<file path="config.mk">
export PLATFORM = sky130hd
export DESIGN_NAME = class_pattern_search_top
export DESIGN_NICKNAME = d
export VERILOG_FILES = /design/src/hdl/cps_pkg.sv /design/src/hdl/class_pattern_search_top.sv /design/src/hdl/cps_cell.sv
export SDC_FILE = /design/constraint.sdc
export NUM_CORES = 2
export LEC_CHECK = 0
export BUFFER_PORTS_ARGS = -buffer_cell sky130_fd_sc_hd__buf_2
export CELL_PAD_IN_SITES_DETAIL_PLACEMENT = 0
export CELL_PAD_IN_SITES_GLOBAL_PLACEMENT = 1
export CORE_MARGIN = 2
export CORE_UTILIZATION = 55
export DETAILED_ROUTE_END_ITERATION = 6
export GPL_ROUTABILITY_DRIVEN = 0
export MAX_ROUTING_LAYER = met4
export PLACE_DENSITY = 0.91
export SETUP_SLACK_MARGIN = 0.2
export SYNTH_ARGS = -nofsm -noshare
export SYNTH_HDL_FRONTEND = slang
export SYNTH_SLANG_ARGS = --single-unit
</file>
<file path="constraint.sdc">
create_clock -name clock -period 5.1 [get_ports clock]
set_input_delay 0.51 -clock clock [delete_from_list [all_inputs] [get_ports clock]]
set_output_delay 0.51 -clock clock [all_outputs]
set_load 0.1 [all_outputs]
</file>
<file path="src/hdl/cps_pkg.sv">
// ---------------------------------------------------------------------------
// Class pattern search package
// Request and response payload types, request codes, element kinds and the
// per-cell control bundle shared by the search chain.
// ---------------------------------------------------------------------------
package cps_pkg;

   // Request function codes.
   localparam logic [1:0] FUNC_KIND   = 2'd0;
   localparam logic [1:0] FUNC_MEMBER = 2'd1;
   localparam logic [1:0] FUNC_TEXT   = 2'd2;
   localparam logic [1:0] FUNC_END    = 2'd3;

   // Element kinds. Codes 6 and 7 are stored but never match.
   localparam logic [2:0] KIND_LITERAL = 3'd0;
   localparam logic [2:0] KIND_LETTER  = 3'd1;
   localparam logic [2:0] KIND_SET     = 3'd2;
   localparam logic [2:0] KIND_NOTSET  = 3'd3;
   localparam logic [2:0] KIND_LOWER   = 3'd4;
   localparam logic [2:0] KIND_UPPER   = 3'd5;

   // ASCII letter bounds.
   localparam logic [7:0] CHAR_LOWER_A = 8'h61;
   localparam logic [7:0] CHAR_LOWER_Z = 8'h7A;
   localparam logic [7:0] CHAR_UPPER_A = 8'h41;
   localparam logic [7:0] CHAR_UPPER_Z = 8'h5A;

   typedef struct packed {
      logic [1:0] func;
      logic [3:0] element_index;
      logic [2:0] element_kind;
      logic [7:0] char_value;
   } req_type;

   typedef struct packed {
      logic        found;
      logic [15:0] match_start;
      logic        overflowed;
   } rsp_type;

   // Control bundle from the top level to one cell.
   typedef struct packed {
      logic wr_kind;     // rewrite this element and empty its set
      logic add_member;  // append a member to this element's set
      logic text;        // a text character is being consumed
      logic clear;       // end of text: drop the active bit
   } cell_ctl_type;

endpackage

</file>
<file path="src/hdl/class_pattern_search_top.sv">
// ---------------------------------------------------------------------------
// Class pattern search, top level
// Shift-and search of a character-class pattern over a streamed text, with
// one cell per pattern element and a single response at end of text.
// ---------------------------------------------------------------------------
//
//   Channel   Ports              Direction  Payload
//   request   req_valid/ready    in         cps_pkg::req_type
//   response  rsp_valid/ready    out        cps_pkg::rsp_type
//   csr       csr_wr_en/wr_data  in         pattern length, 5 bits
//
// A new request is taken every cycle unless an end of text stalls, as below. The
// cell chain updates all active bits for a text character at once.
// The response sits in an output register, and requests keep flowing while
// it waits; only an end-of-text request stalls while that register is full
// and not being drained. Reset is synchronous and clears the active bits,
// set counts, position and flags and sets the pattern length to one; the
// element kinds, literals and set members hold no reset value.
module class_pattern_search_top #(
   parameter int PATTERN_MAX = 16,
   parameter int SET_MAX     = 8,
   parameter int POS_BITS    = 16
) (
   input  logic             clock,
   input  logic             reset,
   input  logic             req_valid,
   output logic             req_ready,
   input  cps_pkg::req_type req_data,
   output logic             rsp_valid,
   input  logic             rsp_ready,
   output cps_pkg::rsp_type rsp_data,
   input  logic             csr_wr_en,
   input  logic [4:0]       csr_wr_data
);
   import cps_pkg::*;

   localparam int IDX_W = (PATTERN_MAX > 1) ? $clog2(PATTERN_MAX) : 1;

   logic                   req_fire;
   logic                   is_kind;
   logic                   is_member;
   logic                   is_text;
   logic                   is_end;

   logic [IDX_W-1:0]       last_idx_ff;
   logic [IDX_W-1:0]       last_idx_in;

   logic [PATTERN_MAX-1:0] act_vec;
   logic [PATTERN_MAX-1:0] next_vec;
   logic [PATTERN_MAX-1:0] prev_vec;
   logic [PATTERN_MAX-1:0] use_vec;
   cell_ctl_type           ctl_vec [PATTERN_MAX];

   logic [POS_BITS-1:0]    pos_ff;
   logic [POS_BITS-1:0]    pos_in;
   logic [POS_BITS-1:0]    first_ff;
   logic [POS_BITS-1:0]    first_in;
   logic [POS_BITS-1:0]    last_ext;
   logic                   found_ff;
   logic                   found_in;
   logic                   ovf_ff;
   logic                   ovf_in;
   logic [POS_BITS+15:0]   start_ext;

   logic                   rsp_valid_ff;
   logic                   rsp_valid_in;
   rsp_type                rsp_data_ff;

   // An end-of-text request needs the response register free or draining;
   // every other request is always taken.
   assign req_ready = !rsp_valid_ff || rsp_ready || (req_data.func != FUNC_END);
   assign req_fire  = req_valid && req_ready;
   assign is_kind   = req_fire && (req_data.func == FUNC_KIND);
   assign is_member = req_fire && (req_data.func == FUNC_MEMBER);
   assign is_text   = req_fire && (req_data.func == FUNC_TEXT);
   assign is_end    = req_fire && (req_data.func == FUNC_END);

   // The pattern length is kept as the index of the last element in use,
   // with zero treated as one and large values clamped to the chain length.
   always_comb begin
      last_idx_in = last_idx_ff;
      if (csr_wr_en) begin
         if (csr_wr_data == 5'd0) begin
            last_idx_in = '0;
         end else if (32'(csr_wr_data) > PATTERN_MAX) begin
            last_idx_in = IDX_W'(PATTERN_MAX - 1);
         end else begin
            last_idx_in = IDX_W'(csr_wr_data - 5'd1);
         end
      end
   end

   // The chain of element cells. Cell zero always sees an active predecessor,
   // so a match may begin at any text character.
   for (genvar e = 0; e < PATTERN_MAX; e++) begin : g_cell
      logic sel;

      assign sel                 = (32'(req_data.element_index) == e);
      assign ctl_vec[e].wr_kind    = is_kind && sel;
      assign ctl_vec[e].add_member = is_member && sel;
      assign ctl_vec[e].text       = is_text;
      assign ctl_vec[e].clear      = is_end;
      assign use_vec[e]          = (32'(last_idx_ff) >= e);

      if (e == 0) begin : g_head
         assign prev_vec[e] = 1'b1;
      end else begin : g_link
         assign prev_vec[e] = act_vec[e-1];
      end

      cps_cell #(
         .SET_MAX (SET_MAX)
      ) u_cell (
         .clock      (clock),
         .reset      (reset),
         .ctl        (ctl_vec[e]),
         .kind_wr    (req_data.element_kind),
         .char_value (req_data.char_value),
         .in_use     (use_vec[e]),
         .act_prev   (prev_vec[e]),
         .act_next   (next_vec[e]),
         .act_out    (act_vec[e])
      );
   end

   // Position counting, first match capture and overflow tracking.
   assign last_ext = POS_BITS'(last_idx_ff);

   always_comb begin
      pos_in   = pos_ff;
      first_in = first_ff;
      found_in = found_ff;
      ovf_in   = ovf_ff;
      if (is_end) begin
         pos_in   = '0;
         first_in = '0;
         found_in = 1'b0;
         ovf_in   = 1'b0;
      end else if (is_text) begin
         if (!found_ff && next_vec[last_idx_ff]) begin
            found_in = 1'b1;
            first_in = (pos_ff >= last_ext) ? (pos_ff - last_ext) : '0;
         end
         if (pos_ff == {POS_BITS{1'b1}}) begin
            ovf_in = 1'b1;
         end else begin
            pos_in = pos_ff + POS_BITS'(1);
         end
      end
   end

   // The reported start is the low sixteen bits of the stored start.
   assign start_ext = {16'd0, first_ff};

   always_comb begin
      rsp_valid_in = rsp_valid_ff;
      if (is_end) begin
         rsp_valid_in = 1'b1;
      end else if (rsp_ready) begin
         rsp_valid_in = 1'b0;
      end
   end

   always_ff @(posedge clock) begin
      if (reset) begin
         last_idx_ff  <= '0;
         pos_ff       <= '0;
         first_ff     <= '0;
         found_ff     <= 1'b0;
         ovf_ff       <= 1'b0;
         rsp_valid_ff <= 1'b0;
      end else begin
         last_idx_ff  <= last_idx_in;
         pos_ff       <= pos_in;
         first_ff     <= first_in;
         found_ff     <= found_in;
         ovf_ff       <= ovf_in;
         rsp_valid_ff <= rsp_valid_in;
      end
   end

   always_ff @(posedge clock) begin
      if (is_end) begin
         rsp_data_ff.found       <= found_ff;
         rsp_data_ff.match_start <= found_ff ? start_ext[15:0] : 16'd0;
         rsp_data_ff.overflowed  <= ovf_ff;
      end
   end

   assign rsp_valid = rsp_valid_ff;
   assign rsp_data  = rsp_data_ff;

endmodule

</file>
<file path="src/hdl/cps_cell.sv">
// ---------------------------------------------------------------------------
// Class pattern search cell
// One pattern element: its kind, literal, set members and active bit. The
// active bit comes in from the left neighbor and goes out to the right.
// ---------------------------------------------------------------------------
module cps_cell #(
   parameter int SET_MAX = 8
) (
   input  logic                 clock,
   input  logic                 reset,
   input  cps_pkg::cell_ctl_type ctl,
   input  logic [2:0]           kind_wr,
   input  logic [7:0]           char_value,
   input  logic                 in_use,
   input  logic                 act_prev,
   output logic                 act_next,
   output logic                 act_out
);
   import cps_pkg::*;

   localparam int CNT_W = $clog2(SET_MAX + 1);

   logic [2:0]         kind_ff;
   logic [7:0]         literal_ff;
   logic [7:0]         member_ff [SET_MAX];
   logic [CNT_W-1:0]   cnt_ff;
   logic [CNT_W-1:0]   cnt_in;
   logic               act_ff;
   logic               act_in;
   logic [SET_MAX-1:0] hit;
   logic               in_set;
   logic               is_lower;
   logic               is_upper;
   logic               accept;

   // Each member lane compares against the current character in parallel.
   always_comb begin
      for (int k = 0; k < SET_MAX; k++) begin
         hit[k] = (CNT_W'(k) < cnt_ff) && (member_ff[k] == char_value);
      end
   end

   assign in_set   = |hit;
   assign is_lower = (char_value >= CHAR_LOWER_A) && (char_value <= CHAR_LOWER_Z);
   assign is_upper = (char_value >= CHAR_UPPER_A) && (char_value <= CHAR_UPPER_Z);

   always_comb begin
      case (kind_ff)
         KIND_LITERAL: accept = (literal_ff == char_value);
         KIND_LETTER:  accept = is_lower || is_upper;
         KIND_SET:     accept = in_set;
         KIND_NOTSET:  accept = !in_set;
         KIND_LOWER:   accept = is_lower;
         KIND_UPPER:   accept = is_upper;
         default:      accept = 1'b0;
      endcase
   end

   assign act_next = in_use && act_prev && accept;
   assign act_out  = act_ff;

   always_comb begin
      act_in = act_ff;
      if (ctl.clear) begin
         act_in = 1'b0;
      end else if (ctl.text) begin
         act_in = act_next;
      end
   end

   always_comb begin
      cnt_in = cnt_ff;
      if (ctl.wr_kind) begin
         cnt_in = '0;
      end else if (ctl.add_member && (cnt_ff < CNT_W'(SET_MAX))) begin
         cnt_in = cnt_ff + CNT_W'(1);
      end
   end

   always_ff @(posedge clock) begin
      if (reset) begin
         act_ff <= 1'b0;
         cnt_ff <= '0;
      end else begin
         act_ff <= act_in;
         cnt_ff <= cnt_in;
      end
   end

   always_ff @(posedge clock) begin
      if (ctl.wr_kind) begin
         kind_ff    <= kind_wr;
         literal_ff <= char_value;
      end
      for (int k = 0; k < SET_MAX; k++) begin
         if (ctl.add_member && !ctl.wr_kind && (cnt_ff == CNT_W'(k))) begin
            member_ff[k] <= char_value;
         end
      end
   end

endmodule

</file>
After elaboration in Yosys (flattened, before gate mapping)
Memory sizes are Yosys's and may differ from the RTL's.
Index checks and enable logic that the tools add are counted.
{"block": "classes", "add_sub_neg": 19, "magnitude_cmp": 166, "n_eq_ne": 356, "mux": 615, "n_bitwise": 1, "reduce_logical": 579}
{"op": "$eq 8x8->1", "count": 144}
{"op": "$reduce_or 8->1", "count": 128}
{"op": "$mux 8", "count": 112}
{"op": "$mux 1", "count": 371}
{"op": "$logic_and 1x1->1", "count": 358}
{"op": "$mux 3", "count": 112}
{"op": "$eq 4x3->1 const B", "count": 68}
{"op": "$lt 3x4->1 const A", "count": 64}
{"op": "$eq 4x2->1 const B", "count": 34}
{"op": "$lt 1x4->1 const A", "count": 32}
{"op": "$lt 2x4->1 const A", "count": 32}
{"op": "$eq 3x2->1 const B", "count": 32}
{"op": "$eq 3x3->1 const B", "count": 32}
{"op": "$pmux 1 s6", "count": 16}
{"op": "$eq 4x1->1 const B", "count": 17}
{"op": "$logic_not 4->1", "count": 17}
{"op": "$add 4x1->4 const B", "count": 16}
{"op": "$lt 4x4->1 const B", "count": 16}
{"op": "$eq 3x1->1 const B", "count": 16}
{"op": "$logic_not 3->1", "count": 16}
{"op": "$logic_not 1->1", "count": 34}
{"op": "$reduce_or 2->1", "count": 17}
{"op": "$eq 4x4->1 const B", "count": 8}
{"op": "$ge 4x4->1 const B", "count": 8}
{"op": "24 further kinds", "count": 36}
{"block": "totals", "regBits": 312, "mem_bits_rw": 1024, "output_inout_bits": 20, "mem_count": 16}
{"name": "g_cell[0].u_cell.member_ff", "depth": 8, "width": 8, "rd": 8, "rd_ports_with_merged_regs": 0, "write_ports": 1, "line": "cps_cell.sv:25", "rtl": "logic [7:0] member_ff [SET_MAX];"}
{"name": "g_cell[10].u_cell.member_ff", "depth": 8, "width": 8, "rd": 8, "rd_ports_with_merged_regs": 0, "write_ports": 1, "line": "cps_cell.sv:25"}
{"name": "g_cell[11].u_cell.member_ff", "depth": 8, "width": 8, "rd": 8, "rd_ports_with_merged_regs": 0, "write_ports": 1, "line": "cps_cell.sv:25"}
{"name": "g_cell[12].u_cell.member_ff", "depth": 8, "width": 8, "rd": 8, "rd_ports_with_merged_regs": 0, "write_ports": 1, "line": "cps_cell.sv:25"}
{"name": "g_cell[13].u_cell.member_ff", "depth": 8, "width": 8, "rd": 8, "rd_ports_with_merged_regs": 0, "write_ports": 1, "line": "cps_cell.sv:25"}
{"name": "g_cell[14].u_cell.member_ff", "depth": 8, "width": 8, "rd": 8, "rd_ports_with_merged_regs": 0, "write_ports": 1, "line": "cps_cell.sv:25"}
{"name": "+10 memories"}

Logic depth before layout (Yosys ltp)
{"block": "depth", "ltp_word": 19, "mapped_depth": 17, "depth_no_buf": 12}

Cells and area by module
A second synthesis with hierarchy kept.
{"block": "hier_totals", "hier_cells": 4409, "area_unflattened_um2": 61884.4}
{"module": "cps_cell (g_cell[0].u_cell ...)", "instances": 15, "cells_each": 251, "area_per_inst_um2": 3663.5, "seq_area_each_um2": 2352.3}
{"module": "cps_cell (g_cell[9].u_cell)", "instances": 1, "cells_each": 252, "area_per_inst_um2": 3622.2, "seq_area_each_um2": 2352.3}
{"module": "class_pattern_search_top", "instances": 1, "cells_each": 392, "area_per_inst_um2": 3309.4, "seq_area_each_um2": 1321.3}

Worst setup path before layout
Ideal clock, no wire load.
{"block": "synth_timing", "path_type": "in2reg", "from": "input req_data[5] in the netlist's numbering", "to": "register first_ff[10]", "t_arrival_ps": 3161, "t_required_ps": 5028, "setup_slack_ps": 1867, "stages": 15, "path_buffers": 5, "path_cell_list": "buf_4 buf_4 buf_4 xor2_1 nor4_1 nand4_1 nand4_1 nor3_1 o41ai_2 nor4_1 a2111oi_0 o2111a_1 buf_6 buf_12 mux2i_1"}
{"block": "synth_between", "elab_chain_len": 10, "elab_cells_between_ends": 346, "classes_between": "order compare (4); eq/ne (144); mux (18); reduce/logical (180)"}
{"item": "from (decl)", "line": "class_pattern_search_top.sv:28", "rtl": "input cps_pkg::req_type req_data,"}
{"item": "branches (longest 6 deep; another with $ge 8x7->1)"}
{"item": "$bmux 1 s4 *", "line": "class_pattern_search_top.sv:140", "rtl": "if (!found_ff && next_vec[last_idx_ff]) begin"}
{"item": "$mux 1 (implied by the code) *", "line": "class_pattern_search_top.sv:140"}
{"item": "$logic_and 1x1->1 *", "line": "class_pattern_search_top.sv:140"}
{"item": "$reduce_and 2->1 (no line) *"}
{"item": "to (signal assigned)", "line": "class_pattern_search_top.sv:175", "rtl": "first_ff <= first_in;"}
{"item": "to (decl)", "line": "class_pattern_search_top.sv:56", "rtl": "logic [POS_BITS-1:0] first_ff;"}
Every way passes the cells marked *. The select of a mux whose other input is x is not followed.
A chain may end at the register's enable or synchronous reset.

Worst setup path after layout
{"block": "layout_timing", "from": "register g_cell[4].u_cell.cnt_ff[1]", "to": "register first_ff[8]"}
{"block": "layout_between", "elab_chain_len": 10, "elab_cells_between_ends": 24, "classes_between": "order compare (8); mux (3); reduce/logical (13)"}
{"item": "from (decl)", "line": "cps_cell.sv:26", "rtl": "logic [CNT_W-1:0] cnt_ff;"}
{"item": "from (signal assigned)", "line": "cps_cell.sv:86", "rtl": "cnt_ff <= cnt_in;"}
{"item": "$lt 1x4->1 (tied with other cells)", "line": "cps_cell.sv:39", "rtl": "hit[k] = (CNT_W'(k) < cnt_ff) && (member_ff[k] == char_value);"}
{"item": "$logic_and 1x1->1", "line": "cps_cell.sv:39"}
{"item": "$reduce_or 8->1 *", "line": "cps_cell.sv:43", "rtl": "assign in_set = |hit;"}
{"item": "$logic_not 1->1", "line": "cps_cell.sv:52", "rtl": "KIND_NOTSET: accept = !in_set;"}
{"item": "$pmux 1 s6 *", "line": "cps_cell.sv:48", "rtl": "case (kind_ff)"}
{"item": "$logic_and 1x1->1 *", "line": "cps_cell.sv:59", "rtl": "assign act_next = in_use && act_prev && accept;"}
{"item": "$bmux 1 s4 *", "line": "class_pattern_search_top.sv:140"}
{"item": "$mux 1 (implied by the code) *", "line": "class_pattern_search_top.sv:140"}
{"item": "$logic_and 1x1->1 *", "line": "class_pattern_search_top.sv:140"}
{"item": "$reduce_and 2->1 (no line) *"}
Mark *: on every way between the ends. The rest lies on a longest branch, timed or not. The select of a mux whose other input is x is not followed.

==> results.json <==
{
  "path_clk_slew_ns": 0.06,
  "rows": 120,
  "synth_edf_count": 1218,
  "met1Wirelength_mm": 52.14,
  "wl_mm": 117.9,
  "vdd_drop_max_mv": 0.3267,
  "max_freq_ghz": 0.2525,
  "total_leakage_power_nw": 21.75,
  "drt_first_pass_iters": 6,
  "synth.most_common_cell": "edfxtp_1",
  "top_layer_used": "met4",
  "synth_common_cells": "edfxtp_1, xnor2_1, xor2_1, nor2_1, nor4_1",
  "fin_nets": 4445,
  "netlist.top_cell.by_area": "edfxtp_1",
  "wl_met3_mm": 6.097,
  "post_drt_via_cell_ratio": 5.622,
  "fin_skew_ns": 0.03317,
  "die_w_um": 333.1,
  "setup_viol": 0,
  "met2_length_mm": 56.43,
  "drv_slew": 0,
  "place.port_buffers": 46,
  "power.density_nw_per_um2": 347.3,
  "hold_viol_final": 0,
  "first_iter_violations": 2743,
  "whs_ns": 0.06787,
  "htreeDepth": 4,
  "finalSetupTns_ns": 0,
  "avgSynthCellArea_um2": 14.26,
  "cts_hold_buf": 0,
  "slowest_delay_ns": 0.58,
  "sw_frac_of_total": 0.2090,
  "clock_path_buffers": 3,
  "ys_seq_area_frac": 0.6535,
  "antenna_found_initial": 1,
  "die_h_um": 333.1,
  "cts_tree": "yes",
  "crit_chain": "inv_1 -> ha_1 -> nor2b_1 -> o2111ai_1 -> or4_1 -> nand4_1 -> nor3_1 -> o41ai_2 -> nor4_1 -> a2111oi_0 -> o2111a_1 -> buf_4 -> mux2i_1",
  "clockRootBuffer": "clkbuf_16",
  "critPathRequiredTime_ns": 5.76,
  "synth_top_area_frac": 0.6138,
  "ios": 47,
  "grt_pass1_vias": 33500,
  "async_reset_ff_frac": 0,
  "ys_types": 72,
  "cp_data_arrival_time_ns": 4.62,
  "slowest_stage": "o41ai_2",
  "run_status": "completed",
  "layout_min_cycle_time_ns": 3.961,
  "critPathKind": "reg2reg",
  "yosysWarnings": 0,
  "cts_setup_buffers": 0,
  "drv_cap": 0,
  "vias": 32950,
  "hpwl_mm": 72.89,
  "coreArea_um2": 107200,
  "post_cts_resized": 0,
  "power_switching_mw": 4.822,
  "fp.dieArea_um2": 111000,
  "synth_area_um2": 59590,
  "ant_nets": 0,
  "slew_headroom": 0.2467,
  "post_drt_wl_per_cell_um": 20.12,
  "drive_above_1_share": 0.1030,
  "grt_remaining_overflow": 0,
  "critPathMaxFanout": 17,
  "synth_fp_nets": 4276,
  "hold_class": "in2reg",
  "grt_max_degree": 79,
  "ys.flop_type": "edfxtp_1",
  "ys_top_cells_by_area": "edfxtp_1, xnor2_1, xor2_1",
  "synth-seq-cells": 1336,
  "p_int_mw": 18.24,
  "grt_pass1_wl_mm": 187.8,
  "initial_utilization": 0.5558,
  "syn_inst": 4178,
  "syn_to_final_growth_pct": 11.46,
  "pwr-share-clk": 0.428,
  "end_kind": "flop",
  "clk_latency_ns": 0.75,
  "rsz0062_at_grt": "false",
  "cts_buffers": 137,
  "remaining_drc_errors": 0,
  "p_seq_frac": 0.519,
  "tightest_slew_ns": 1.121,
  "cts_sinks": 1336,
  "cp-start-kind": "flop",
  "track_usage": 0.2207,
  "fin_crit_sh": 0.7767,
  "utilization": 0.6195,
  "combPwrFrac": 0.053
}
## area by class of cell
| class | count | area (um2) |
|---|---|---|
| inverter | 55 | 206.4 |
| antenna | 2 | 5.005 |
| clock inverter | 63 | 599.3 |
| tap | 1403 | 1755 |
| timing repair buffer | 226 | 1987 |
| multi-input combinational | 2591 | 19030 |
| clock buffer | 186 | 3891 |
| sequential | 1336 | 38940 |
| fill | 7672 | 40790 |
## metal layers
layer  GRT usage  vias up
met5           -        -
met3     0.03175      206
met2      0.3475      842
li1            -    15470
met4     0.07625        0
met1      0.2962    16440
## cells in the final DEF (no fill, tap or decap), drive strengths merged, types with 15 or more instances in the layout
master | Yosys | final
clkbuf | 58 | 186
dfxtp | 118 | 118
mux2i | 43 | 43
inv | 54 | 60
and2 | 49 | 49
nor2 | 193 | 193
buf | 138 | 226
nor2b | 16 | 16
nor4 | 145 | 145
clkinv | 1 | 43
or2 | 25 | 25
ha | 70 | 70
nand2 | 127 | 127
o21ai | 31 | 31
xor2 | 590 | 590
nor3 | 139 | 139
nand2b | 15 | 15
or3 | 15 | 15
and3 | 44 | 44
nand3 | 74 | 74
xnor2 | 627 | 627
edfxtp | 1218 | 1218
a21oi | 85 | 85
nand4 | 133 | 133
## worst max-delay path: cells and delay by family, from the launching register on
| kind | cells | cell delay (ns) |
|---|---|---|
| and+or+nand+nor | 5 | 1.03 |
| buffers and inverters | 2 | 0.44 |
| muxes | 1 | 0.24 |
| DFF | 1 | 0.47 |
| adders and majority gates | 1 | 0.25 |
| AOI/OAI and AO/OA | 4 | 1.43 |
## power groups by stage
stage	clock [mW]	sequential, mW	combinational [mW]
after global placement	0	12.2	1.18
final	9.88	12.0	1.21
after floorplan	0	12.2	0.770
after detailed placement	0	12.2	1.21
after CTS	10.0	12.0	1.22
after global routing	10.5	12.0	1.32
## flip-flops by register name, indices dropped and copies added (netlist names)
name / flops
g_cell.u_cell.kind_ff: 48
rsp_valid: 1
g_cell.u_cell.member_ff: 1024
pos_ff: 16
g_cell.u_cell.cnt_ff: 64
g_cell.u_cell.literal_ff: 128
last_idx_ff: 4
g_cell.u_cell.act_out: 15
ovf_ff: 1
first_ff: 16
rsp_data: 18
found_ff: 1
## worst paths after layout
path / from / cells past startpoint / endpoint / slack (ns)
min: csr_wr_en / 2 / last_idx_ff[1]$_SDFFE_PP0P_ / 0.07
min reg2reg: first_ff[3]$_SDFFE_PP0P_ / 2 / first_ff[3]$_SDFFE_PP0P_ / 0.46
max: g_cell[4].u_cell.cnt_ff[1]$_SDFFE_PP0P_ / 13 / first_ff[8]$_SDFFE_PP0P_ / 1.14
max reg2reg: g_cell[4].u_cell.cnt_ff[1]$_SDFFE_PP0P_ / 13 / first_ff[8]$_SDFFE_PP0P_ / 1.14
## per-stage QoR
stage	instances	area [um2]	power, mW	worst slack (ns)
floorplan	4178	59590	12.99	1.867
global placement	5611	61920	13.38	0.7458
detailed placement	5611	61920	13.41	0.7336
CTS	5860	66410	23.24	1.147
global route	5862	66420	23.77	0.8794
finish	5862	66420	23.07	1.139
## cell families (layout without fill, tap and decap cells)
family | Yosys count | after routing | synth area share
xor gates and xnor gates | 1217 | 1217 | 0.1791
buffers and inverters | 251 | 530 | 0.02734
and+or+nand+nor | 1017 | 1017 | 0.09017
DFF | 1336 | 1336 | 0.6535
other | 0 | 2 | 0
AOI/OAI and AO/OA | 238 | 238 | 0.02671
muxes | 47 | 47 | 0.007979
adders and majority gates | 72 | 72 | 0.01520
No activity file was read; power rests on OpenSTA's default activity.
